## src/design/plie_pkg.sv

```systemverilog
// shared types, constants and codes of the positional list
`timescale 1ns / 1ps

package plie_pkg;

    localparam int Depth      = 64;
    localparam int AddrWidth  = $clog2(Depth);
    localparam int CountWidth = $clog2(Depth + 1);
    localparam int DataWidth  = 32;

    localparam logic [CountWidth-1:0] DepthCount = CountWidth'(Depth);

    typedef logic [1:0] opcode_t;
    localparam opcode_t OpInsert   = 2'd0;
    localparam opcode_t OpErase    = 2'd1;
    localparam opcode_t OpEraseAll = 2'd2;
    localparam opcode_t OpDump     = 2'd3;

    typedef logic [1:0] status_t;
    localparam status_t StatusOk     = 2'd0;
    localparam status_t StatusFull   = 2'd1;
    localparam status_t StatusBadPos = 2'd2;
    localparam status_t StatusEmpty  = 2'd3;

    typedef enum logic [3:0] {
        S_IDLE,
        S_INS_RD,
        S_INS_WR,
        S_ERS_RD,
        S_ERS_WR,
        S_TGT_RD,
        S_TGT_WAIT,
        S_ALL_RD,
        S_ALL_CMP,
        S_DMP_RD,
        S_DMP_OUT,
        S_RESP
    } state_t;

    typedef struct packed {
        logic                 rd_en;
        logic [AddrWidth-1:0] rd_addr;
        logic                 wr_en;
        logic [AddrWidth-1:0] wr_addr;
        logic [DataWidth-1:0] wr_data;
    } mem_req_t;

    typedef struct packed {
        logic                  valid;
        status_t               status;
        logic [DataWidth-1:0]  value;
        logic [CountWidth-1:0] size;
        logic                  last;
    } result_t;

endpackage

```

## src/design/positional_list_insert_erase.sv

```systemverilog
// top level of the positional list: config register, output register, sequencer and memory
`timescale 1ns / 1ps

// Bounded ordered list of up to 64 values of 32 bits, held in one single-port-read,
// single-port-write RAM with registered read data. Each input item carries
// an operation in s_axis_tuser: insert (shifts later entries up), erase (shifts
// later entries down), erase-all (removes every entry equal to the one at the
// position) or dump (one result per entry, tlast on the final one). Insert, erase
// and erase-all give a single result with status; errors (full, bad position,
// empty) leave the list unchanged. One item is worked on at a time; each memory
// step is a read followed by a write-back, and results wait on any output stall.
// The capacity limit (reset 64, values above 64 act as 64, zero means always
// full) is written over cfg_valid/cfg_data; the user must write it only while
// the block is idle, as the block itself does not enforce this. Lowering it
// below the current count keeps the entries and only blocks further inserts.
// No clearing pass runs after reset: the list starts empty.

module positional_list_insert_erase (
    input  logic        clk,
    input  logic        rst_n,

    input  logic        s_axis_tvalid,
    output logic        s_axis_tready,
    input  logic [39:0] s_axis_tdata,   // item_value[31:0], position[38:32], zero pad
    input  logic [1:0]  s_axis_tuser,   // opcode[1:0]

    output logic        m_axis_tvalid,
    input  logic        m_axis_tready,
    output logic [39:0] m_axis_tdata,   // element_value[31:0], list_size[38:32], zero pad
    output logic [1:0]  m_axis_tuser,   // status[1:0]
    output logic        m_axis_tlast,   // last_result

    input  logic        cfg_valid,
    output logic        cfg_ready,
    input  logic [6:0]  cfg_data        // capacity_limit
);

    localparam int CW = plie_pkg::CountWidth;
    localparam int DW = plie_pkg::DataWidth;

    // capacity register
    logic [6:0]    cap_reg, cap_next;
    logic [CW-1:0] limit;

    // output register
    logic                m_valid_reg, m_valid_next;
    plie_pkg::status_t   m_status_reg, m_status_next;
    logic [DW-1:0]       m_value_reg, m_value_next;
    logic [CW-1:0]       m_size_reg, m_size_next;
    logic                m_last_reg, m_last_next;

    logic                out_free;
    plie_pkg::result_t   result;
    plie_pkg::mem_req_t  mem_req;
    logic [DW-1:0]       mem_rd_data;

    assign cfg_ready = 1'b1;

    always_comb
    begin
        cap_next = cap_reg;
        if (cfg_valid)
        begin
            cap_next = cfg_data;
        end
    end

    // saturate the limit to the storage depth
    assign limit = (CW'(cap_reg) > plie_pkg::DepthCount) ? plie_pkg::DepthCount
                                                           : CW'(cap_reg);

    always_ff @(posedge clk or negedge rst_n)
    begin
        if (!rst_n)
        begin
            cap_reg     <= 7'd64;
            m_valid_reg <= 1'b0;
        end
        else
        begin
            cap_reg     <= cap_next;
            m_valid_reg <= m_valid_next;
        end
    end

    // output register takes a new item when empty or being drained
    assign out_free = !m_valid_reg || m_axis_tready;

    always_comb
    begin
        m_valid_next  = m_valid_reg && !m_axis_tready;
        m_status_next = m_status_reg;
        m_value_next  = m_value_reg;
        m_size_next   = m_size_reg;
        m_last_next   = m_last_reg;
        if (result.valid)
        begin
            m_valid_next  = 1'b1;
            m_status_next = result.status;
            m_value_next  = result.value;
            m_size_next   = result.size;
            m_last_next   = result.last;
        end
    end

    always_ff @(posedge clk)
    begin
        m_status_reg <= m_status_next;
        m_value_reg  <= m_value_next;
        m_size_reg   <= m_size_next;
        m_last_reg   <= m_last_next;
    end

    assign m_axis_tvalid = m_valid_reg;
    assign m_axis_tdata  = {1'b0, m_size_reg, m_value_reg};
    assign m_axis_tuser  = m_status_reg;
    assign m_axis_tlast  = m_last_reg;

    plie_ctrl u_ctrl (
        .clk         (clk),
        .rst_n       (rst_n),
        .in_valid    (s_axis_tvalid),
        .in_ready    (s_axis_tready),
        .in_opcode   (s_axis_tuser),
        .in_value    (s_axis_tdata[31:0]),
        .in_position (s_axis_tdata[38:32]),
        .limit       (limit),
        .out_free    (out_free),
        .result      (result),
        .mem_req     (mem_req),
        .mem_rd_data (mem_rd_data)
    );

    plie_ram u_ram (
        .clk     (clk),
        .req     (mem_req),
        .rd_data (mem_rd_data)
    );

endmodule

```

## src/design/plie_ram.sv

```systemverilog
// entry storage: one write port, one read port, registered read data
`timescale 1ns / 1ps

module plie_ram (
    input  logic                             clk,
    input  plie_pkg::mem_req_t               req,
    output logic [plie_pkg::DataWidth-1:0]   rd_data
);

    logic [plie_pkg::DataWidth-1:0] mem [plie_pkg::Depth];

    always_ff @(posedge clk)
    begin
        if (req.wr_en)
        begin
            mem[req.wr_addr] <= req.wr_data;
        end
    end

    always_ff @(posedge clk)
    begin
        if (req.rd_en)
        begin
            rd_data <= mem[req.rd_addr];
        end
    end

endmodule

```

## src/design/plie_ctrl.sv

```systemverilog
// sequencer: walks the entry memory for insert, erase, erase-all and dump
`timescale 1ns / 1ps

module plie_ctrl (
    input  logic                                clk,
    input  logic                                rst_n,
    input  logic                                in_valid,
    output logic                                in_ready,
    input  plie_pkg::opcode_t                   in_opcode,
    input  logic [plie_pkg::DataWidth-1:0]      in_value,
    input  logic [plie_pkg::CountWidth-1:0]     in_position,
    input  logic [plie_pkg::CountWidth-1:0]     limit,
    input  logic                                out_free,
    output plie_pkg::result_t                   result,
    output plie_pkg::mem_req_t                  mem_req,
    input  logic [plie_pkg::DataWidth-1:0]      mem_rd_data
);

    localparam int CW = plie_pkg::CountWidth;
    localparam int AW = plie_pkg::AddrWidth;
    localparam logic [CW-1:0] One = CW'(1);

    plie_pkg::state_t  state_reg, state_next;
    logic [CW-1:0]     count_reg, count_next;
    logic [CW-1:0]     idx_reg, idx_next;
    logic [CW-1:0]     wr_idx_reg, wr_idx_next;
    logic [CW-1:0]     pos_reg, pos_next;
    plie_pkg::status_t status_reg, status_next;
    logic [plie_pkg::DataWidth-1:0] item_reg, item_next;
    logic [plie_pkg::DataWidth-1:0] target_reg, target_next;
    logic [CW-1:0]     idx_dec, idx_inc;

    assign idx_dec = idx_reg - One;
    assign idx_inc = idx_reg + One;

    always_ff @(posedge clk or negedge rst_n)
    begin
        if (!rst_n)
        begin
            state_reg  <= plie_pkg::S_IDLE;
            count_reg  <= '0;
            idx_reg    <= '0;
            wr_idx_reg <= '0;
            pos_reg    <= '0;
            status_reg <= plie_pkg::StatusOk;
        end
        else
        begin
            state_reg  <= state_next;
            count_reg  <= count_next;
            idx_reg    <= idx_next;
            wr_idx_reg <= wr_idx_next;
            pos_reg    <= pos_next;
            status_reg <= status_next;
        end
    end

    always_ff @(posedge clk)
    begin
        item_reg   <= item_next;
        target_reg <= target_next;
    end

    always_comb
    begin
        state_next  = state_reg;
        count_next  = count_reg;
        idx_next    = idx_reg;
        wr_idx_next = wr_idx_reg;
        pos_next    = pos_reg;
        status_next = status_reg;
        item_next   = item_reg;
        target_next = target_reg;
        in_ready    = 1'b0;
        result      = '0;
        mem_req     = '0;

        case (state_reg)
            plie_pkg::S_IDLE:
            begin
                in_ready = 1'b1;
                if (in_valid)
                begin
                    item_next   = in_value;
                    pos_next    = in_position;
                    status_next = plie_pkg::StatusOk;
                    state_next  = plie_pkg::S_RESP;
                    case (in_opcode)
                        plie_pkg::OpInsert:
                        begin
                            if (count_reg >= limit)
                            begin
                                status_next = plie_pkg::StatusFull;
                            end
                            else if (in_position > count_reg)
                            begin
                                status_next = plie_pkg::StatusBadPos;
                            end
                            else
                            begin
                                idx_next   = count_reg;
                                state_next = plie_pkg::S_INS_RD;
                            end
                        end
                        plie_pkg::OpDump:
                        begin
                            if (count_reg == '0)
                            begin
                                status_next = plie_pkg::StatusEmpty;
                            end
                            else
                            begin
                                idx_next   = '0;
                                state_next = plie_pkg::S_DMP_RD;
                            end
                        end
                        default:
                        begin
                            if (count_reg == '0)
                            begin
                                status_next = plie_pkg::StatusEmpty;
                            end
                            else if (in_position >= count_reg)
                            begin
                                status_next = plie_pkg::StatusBadPos;
                            end
                            else if (in_opcode == plie_pkg::OpErase)
                            begin
                                idx_next   = in_position;
                                state_next = plie_pkg::S_ERS_RD;
                            end
                            else
                            begin
                                state_next = plie_pkg::S_TGT_RD;
                            end
                        end
                    endcase
                end
            end

            // shift up from the tail, then drop the new value in place
            plie_pkg::S_INS_RD:
            begin
                if (idx_reg > pos_reg)
                begin
                    mem_req.rd_en   = 1'b1;
                    mem_req.rd_addr = idx_dec[AW-1:0];
                    state_next      = plie_pkg::S_INS_WR;
                end
                else
                begin
                    mem_req.wr_en   = 1'b1;
                    mem_req.wr_addr = pos_reg[AW-1:0];
                    mem_req.wr_data = item_reg;
                    count_next      = count_reg + One;
                    state_next      = plie_pkg::S_RESP;
                end
            end

            plie_pkg::S_INS_WR:
            begin
                mem_req.wr_en   = 1'b1;
                mem_req.wr_addr = idx_reg[AW-1:0];
                mem_req.wr_data = mem_rd_data;
                idx_next        = idx_dec;
                state_next      = plie_pkg::S_INS_RD;
            end

            // shift down toward the erased slot
            plie_pkg::S_ERS_RD:
            begin
                if (idx_inc < count_reg)
                begin
                    mem_req.rd_en   = 1'b1;
                    mem_req.rd_addr = idx_inc[AW-1:0];
                    state_next      = plie_pkg::S_ERS_WR;
                end
                else
                begin
                    count_next = count_reg - One;
                    state_next = plie_pkg::S_RESP;
                end
            end

            plie_pkg::S_ERS_WR:
            begin
                mem_req.wr_en   = 1'b1;
                mem_req.wr_addr = idx_reg[AW-1:0];
                mem_req.wr_data = mem_rd_data;
                idx_next        = idx_inc;
                state_next      = plie_pkg::S_ERS_RD;
            end

            plie_pkg::S_TGT_RD:
            begin
                mem_req.rd_en   = 1'b1;
                mem_req.rd_addr = pos_reg[AW-1:0];
                state_next      = plie_pkg::S_TGT_WAIT;
            end

            plie_pkg::S_TGT_WAIT:
            begin
                target_next = mem_rd_data;
                idx_next    = '0;
                wr_idx_next = '0;
                state_next  = plie_pkg::S_ALL_RD;
            end

            // compaction: write index never passes read index
            plie_pkg::S_ALL_RD:
            begin
                if (idx_reg < count_reg)
                begin
                    mem_req.rd_en   = 1'b1;
                    mem_req.rd_addr = idx_reg[AW-1:0];
                    state_next      = plie_pkg::S_ALL_CMP;
                end
                else
                begin
                    count_next = wr_idx_reg;
                    state_next = plie_pkg::S_RESP;
                end
            end

            plie_pkg::S_ALL_CMP:
            begin
                if (mem_rd_data != target_reg)
                begin
                    mem_req.wr_en   = 1'b1;
                    mem_req.wr_addr = wr_idx_reg[AW-1:0];
                    mem_req.wr_data = mem_rd_data;
                    wr_idx_next     = wr_idx_reg + One;
                end
                idx_next   = idx_inc;
                state_next = plie_pkg::S_ALL_RD;
            end

            plie_pkg::S_DMP_RD:
            begin
                mem_req.rd_en   = 1'b1;
                mem_req.rd_addr = idx_reg[AW-1:0];
                state_next      = plie_pkg::S_DMP_OUT;
            end

            // read data holds while the output is busy
            plie_pkg::S_DMP_OUT:
            begin
                if (out_free)
                begin
                    result.valid  = 1'b1;
                    result.status = plie_pkg::StatusOk;
                    result.value  = mem_rd_data;
                    result.size   = count_reg;
                    result.last   = (idx_inc == count_reg);
                    idx_next      = idx_inc;
                    state_next    = (idx_inc == count_reg) ? plie_pkg::S_IDLE
                                                           : plie_pkg::S_DMP_RD;
                end
            end

            plie_pkg::S_RESP:
            begin
                if (out_free)
                begin
                    result.valid  = 1'b1;
                    result.status = status_reg;
                    result.value  = '0;
                    result.size   = count_reg;
                    result.last   = 1'b1;
                    state_next    = plie_pkg::S_IDLE;
                end
            end

            default:
            begin
                state_next = plie_pkg::S_IDLE;
            end
        endcase
    end

endmodule
```

## config.mk

```make
export PLATFORM = sky130hd
export DESIGN_NAME = positional_list_insert_erase
export DESIGN_NICKNAME = d
export VERILOG_FILES = /design/src/design/plie_pkg.sv /design/src/design/positional_list_insert_erase.sv /design/src/design/plie_ram.sv /design/src/design/plie_ctrl.sv
export SDC_FILE = /design/constraint.sdc
export NUM_CORES = 2
export LEC_CHECK = 0
export BUFFER_PORTS_ARGS = -buffer_cell sky130_fd_sc_hd__buf_2
export CAP_MARGIN = 10
export CORE_MARGIN = 2
export CORE_UTILIZATION = 30
export CTS_CLUSTER_DIAMETER = 150
export DETAILED_ROUTE_END_ITERATION = 10
export PLACE_DENSITY = 0.48
export SYNTH_ARGS = -nofsm -noshare
export SYNTH_HDL_FRONTEND = slang
export SYNTH_SLANG_ARGS = --single-unit
```

## constraint.sdc

```tcl
create_clock -name clk -period 9.1 [get_ports clk]
set_input_delay 1.365 -clock clk [delete_from_list [all_inputs] [get_ports clk]]
set_output_delay 1.365 -clock clk [all_outputs]
set_load 0.1 [all_outputs]
```

# Yosys cells after proc, flatten, opt, wreduce, memory -nomap -nowiden
# Memories as Yosys holds them, arrays and structs flattened. A register that Yosys moved wholly into a read port is not among the register bits.
# Index checks and enable logic that the tools add are counted.
dict set report totals {
  output_inout_bits 46
  mem_count 1
  inputBits 54
  ramBits 2048
  reg_bits 148
}
dict set report classes {
  muxes 52
  n_eq_ne 28
  n_addsub 5
  reduce_logical 18
  n_lt_le_gt_ge 7
}
# memory words width read_ports rd_ports_with_merged_regs wr line_no
set mem_list {}
lappend mem_list {u_ram.mem 64 32 1 1 1 plie_ram.sv:10} ;# logic [plie_pkg::DataWidth-1:0] mem [plie_pkg::Depth];
# operator count
set op_table {}
lappend op_table {{case mux 39 bit (3 select lines)} 1}
lappend op_table {{2-to-1 mux 7 bit} 16}
lappend op_table {{2-to-1 mux 43 bit} 2}
lappend op_table {{case mux 43 bit (2 select lines)} 1}
lappend op_table {{2-to-1 mux 39 bit} 2}
lappend op_table {{case mux 7 bit (5 select lines)} 2}
lappend op_table {{case mux 4 bit (11 select lines)} 1}
lappend op_table {{2-to-1 mux 4 bit} 10}
lappend op_table {{inequality test 32 bit} 1}
lappend op_table {{case mux 7 bit (2 select lines)} 2}
lappend op_table {{adder 7 x 1 -> 7 bit, second input constant} 3}
lappend op_table {{case mux 7 bit (3 select lines)} 1}
lappend op_table {{equality test 4 x 3 -> 1 bit, second input constant} 4}
lappend op_table {{equality test 4 bit, second input constant} 4}
lappend op_table {{greater-or-equal comparator 7 bit} 2}
lappend op_table {{> comparator 7 bit} 2}
lappend op_table {{less-than comparator 7 bit} 2}
lappend op_table {{2-to-1 mux 2 bit} 7}
lappend op_table {{subtractor 7 x 1 -> 7 bit, second input constant} 2}
lappend op_table {{inequality test 2 bit, second input constant} 6}
lappend op_table {{inequality test 3 bit, second input constant} 4}
lappend op_table {{AND reduction 9 bit} 1}
lappend op_table {{equality test 4 x 2 -> 1 bit, second input constant} 2}
lappend op_table {{case mux 4 bit (2 select lines)} 1}
lappend op_table {{other kinds (24)} 31}

# Logic depth before layout (Yosys ltp)
dict set report logic_depth {
  depth_word 7
  depth_mapped 21
  ltp_nobuf 15
}

# Hierarchy
# Synthesis repeated with hierarchy kept, for this count alone.
dict set report unflattened {
  cells_unflattened 4055
  area_unflattened_um2 87057.2
}
# mod seq_area_each_um2 cells_per_inst area_each_um2 n_inst
set by_module_without_submodules {}
lappend by_module_without_submodules {plie_ram 62459.9 3324 78835.6 1}
lappend by_module_without_submodules {plie_ctrl 2772.7 660 6566.3 1}
lappend by_module_without_submodules {positional_list_insert_erase 1462.7 71 1655.3 1}

# Worst setup path before layout
# OpenSTA, ideal clock, no wires.
dict set report synth_path {
  path_kind {register to register}
  from {reg u_ctrl.idx_reg[0]}
  to {mem u_ram.mem[16][0] in the netlist's numbering (enable)}
  period_less_slack_ns 4.235
  required_ns 8.679
  setup_slack_ns 4.865
  path_stages_with_launch 12
  setup_time_ns 0.421
  arrival_ns 3.814
  cell_sequence {dfrtp_1 inv_1 ha_1 nand3b_1 a21oi_1 nor2_1 o21a_1 a222oi_1 inv_1 a21oi_1 nand3_1 nor2_1}
}
dict set report synth_via {
  elab_chain_cells 5
}
# item line_no
set synth_rtl {}
lappend synth_rtl {{start: declaration} plie_ctrl.sv:25} ;# logic [CW-1:0] idx_reg, idx_next;
lappend synth_rtl {{start signal: assignment} plie_ctrl.sv:51} ;# idx_reg <= idx_next;
lappend synth_rtl {{> comparator 7 bit} plie_ctrl.sv:144} ;# if (idx_reg > pos_reg)
lappend synth_rtl {{2-to-1 mux 39 bit} plie_ctrl.sv:144}
lappend synth_rtl {{case mux 39 bit (3 select lines) (*)} plie_ctrl.sv:78} ;# case (state_reg)
lappend synth_rtl {{2-to-1 mux 1 bit} plie_ram.sv:14} ;# if (req.wr_en)
lappend synth_rtl {{2-to-1 mux 1 bit (not written as such)} plie_ram.sv:16} ;# mem[req.wr_addr] <= req.wr_data;
lappend synth_rtl {{end: declaration} plie_ram.sv:10}
# Mark *: on every way between the ends. The rest lies on a longest branch, timed or not.

# Final worst setup path
dict set report layout_path {
  from {reg u_ctrl.idx_reg[2]}
  to {reg u_ram.rd_data[14] in the netlist's numbering (read register of u_ram.mem), data pin}
}
dict set report layout_via {
  elab_chain_cells 4
  word_cells_on_any_way 9
  classes_between {2 x add/sub; 3 x order compare; 4 x mux}
}
# item line_no
set layout_rtl {}
lappend layout_rtl {{adder 7 x 1 -> 7 bit} plie_ctrl.sv:34} ;# assign idx_inc = idx_reg + One;
lappend layout_rtl {{less-than comparator 7 bit} plie_ctrl.sv:172} ;# if (idx_inc < count_reg)
lappend layout_rtl {{2-to-1 mux 7 bit} plie_ctrl.sv:172}
lappend layout_rtl {{case mux 7 bit (5 select lines) (*)} plie_ctrl.sv:78}
lappend layout_rtl {{end: declaration} plie_ram.sv:7} ;# output logic [plie_pkg::DataWidth-1:0] rd_data
# Marked as above.
# A chain may end at the register's enable or synchronous reset.

==> run_results.csv <==
group,metric,value,unit
run_status,status,"complete, no violations",
synthesis,ys_seq_area_share,74.3,%
critical_path,critical_path_class,"reg -> reg",
synthesis,synth_top_flop_cell,"edfxtp_1",
routing,drt-wirelength-per-cell,25.8,µm
final_layout,most-common-layout-cells,"2186 x edfxtp_1, 1912 x nand2_1, 622 x nand3_1",
floorplan,coreArea,297000,µm²
synthesis,synth_seq_cells,2228,
sta,slew_headroom,16.8,%
synthesis,synth_edf_count,2186,
hold_path,hp-start,"u_ctrl.status_reg[0]",
final_layout,final_common_cell,"edfxtp_1",
sta,rsz0062_at_grt,"no",
grt,grt_pass1_wl,398000,µm
routing,dr.pass1.iters,6,
sta,final_max_slew_viol_count,0,
clock_tree,cts_made_buffers,231,
synthesis,synth-async-reset-ratio,1.89,%
final_layout,largest_reg_flops,2048,
synthesis,synth_area_leader_cell,"edfxtp_1",
grt,grt.total_usage,18.1,%
floorplan,start_util,30.2,%
critical_path,max_stage_delay,1.00,ns
synthesis,synth-warning-count,0,
routing,vias_per_cell,5.14,
floorplan,die_x,551,µm
placement,place_inst,10500,
synthesis,yosys.area.top_type_share,73.1,%
critical_path,cp-startpoint,"u_ctrl.idx_reg[2]",
synthesis,netlist_area,89700,µm²
sta,clock.fmax,0.153,GHz
clock_tree,insertion_delay,0.91,ns
clock_tree,cts_setup_buffers,0,
synthesis,yosysUniqueCellTypes,73,
grt,overflow,0,
clock_tree,clock_path_buffers,3,
critical_path,cp_cell_sequence,"and3_1 > nand3_1 > xnor2_1 > ha_1 > a21o_1 > a21oi_1 > nand4_1 > a32oi_4 > buf_4 > buf_4 > a21oi_1 > a221oi_1 > nor4_1 > o22ai_1 > or3_1",
final_layout,drive_gt1_share,11.6,%
routing,drc,0,
clock_tree,clkSinkCount,2228,
critical_path,r2r_start,"u_ctrl.idx_reg[2]",
final_layout,final_cells,10900,
clock_tree,clkTransAtPathRegs,0.06,ns
sta,final-setup-viol-count,0,
power_and_ir_drop,power_leakage,34.6,nW
sta,period_share,71.7,%
power_and_ir_drop,max-vdd-ir-drop,0.274,mV
placement,postPlaceCellArea,95700,µm²
final_layout,top_register,"u_ram.mem",
critical_path,crit_path_start_kind,"flop",
clock_tree,cts_tree,"yes",
routing,route.vias.total,56100,
sta,fin_worst_skew,0.0408,ns
final_layout,fin_nets,6895,
placement,gp_congestion,0.841,
grt,grt_pass1_vias,53500,
routing,drtIter0Drc,5719,
synthesis,synthTopCellsByArea,"edfxtp_1 73%, nand2_1 8.0%, nand3_1 3.5%",
placement,port_buffers,96,
sta,final-hold-violation-count,0,
floorplan,io_pins,100,
critical_path,cp_max_fo,57,
floorplan,rows,200,
clock_tree,root_buffer,"clkbuf_16",
floorplan,fp.dieH,551,µm
synthesis,avgSynthCellArea,13.4,µm²
grt,antenna_found_initial,14,
critical_path,critPathBufInv,2,
critical_path,cp.arrival,7.29,ns
sta,tightestPinTransition,1.24,ns
run,maxCapViolCount,0,
final_layout,design_area,103000,µm²
sta,fin_setup_tns,0,ns
synthesis,syn_nets,6780,
clock_tree,cts_resized,0,
hold_path,hp-class,"reg -> reg",
critical_path,crit_slowest_cell,"a32oi_4",
sta,fin_crit,6.53,ns
power_and_ir_drop,power_density,387,nW/µm²
critical_path,crit_required,9.87,ns
grt,grt_max_degree,135,
placement,place_hpwl,153000,µm
final_layout,area_delta_synth_final,14.5,%
synthesis,synthCells,6679,
clock_tree,cts-hold-fix-buffers,0,
critical_path,critPathTopFamily,"compound AO/OA/AOI/OAI gates",
clock_tree,cts_htree_levels,4,
critical_path,crit_path_end_kind,"flop",
routing,routed_wl,282000,µm
floorplan,dieArea,304000,µm²
routing,ant_nets,0,
==> power by group <==
part / switching, mW / internal (mW)
Clock: 3.94 / 5.02
Sequential: 0.432 / 14.2
Combinational: 12.2 / 3.96
==> final cells by class <==
type,count,area (µm²)
antenna,3,7.51
clock buffer,306,6080
clock inverter,108,946
fill,28800,195000
inverter,28,105
multi-input combinational,3995,21700
sequential,2228,66700
tap,3939,4930
timing repair buffer,310,2290
==> metrics by stage <==
step                      setup slack (ns)  utilization (%)  total power [mW]  hold WS (ns)
after floorplan                       4.86                -              24.1         0.441
final                                 2.57             34.6              39.8         0.472
after detailed placement              2.61             32.2              31.0         0.462
after global placement                2.71             32.2              30.8         0.462
after CTS                             2.59             34.6              39.9         0.475
after global routing                  2.41             34.6              41.5         0.492
==> worst paths after layout <==
| kind | to | slack, ns | depth (start not counted) |
|---|---|---|---|
| setup / recovery | u_ram.rd_data[14] | 2.57 | 15 |
| hold / removal | u_ctrl.status_reg[0] | 0.47 | 1 |
| setup reg to reg | u_ram.rd_data[14] | 2.57 | 15 |
| hold reg to reg | u_ctrl.status_reg[0] | 0.47 | 1 |
| max in group asynchronous | u_ctrl.wr_idx_reg[3] | 7.76 | 1 |
| min in group asynchronous | u_ctrl.pos_reg[2] | 0.67 | 1 |
==> logic make-up after synthesis <==
group           Yosys count  synth area share (%)
mux                     107                  1.47
simple gates           3022                  14.4
xor+xnor                 48                 0.468
flops                  2228                  74.3
compound gates          769                  6.22
other cells               2               0.00837
buf+inv                 456                  2.43
fa+ha+maj                47                 0.664
==> routing by layer <==
metal / global-route usage (%) / share of wire, % / routed length (µm)
met2: 29.7 / 47 / 133000
met3: 2.47 / 6.1 / 17100
met4: 5.72 / 3.0 / 8510
met1: 24.8 / 44 / 123000
met5: 0 / 0.0046 / 13
==> Yosys cell counts (48+ instances only) <==
cell type and number:
edfxtp_1 2186, nand2_1 1912, nand3_1 622, buf_2 210, a21oi_1 151, nor2_1 144
and3_1 142, a311oi_1 134, clkbuf_1 132, a31oi_1 129, mux2i_1 78, o21ai_0 62
nor3_1 56, nor4_1 48
(Power assumes the default switching activity.)
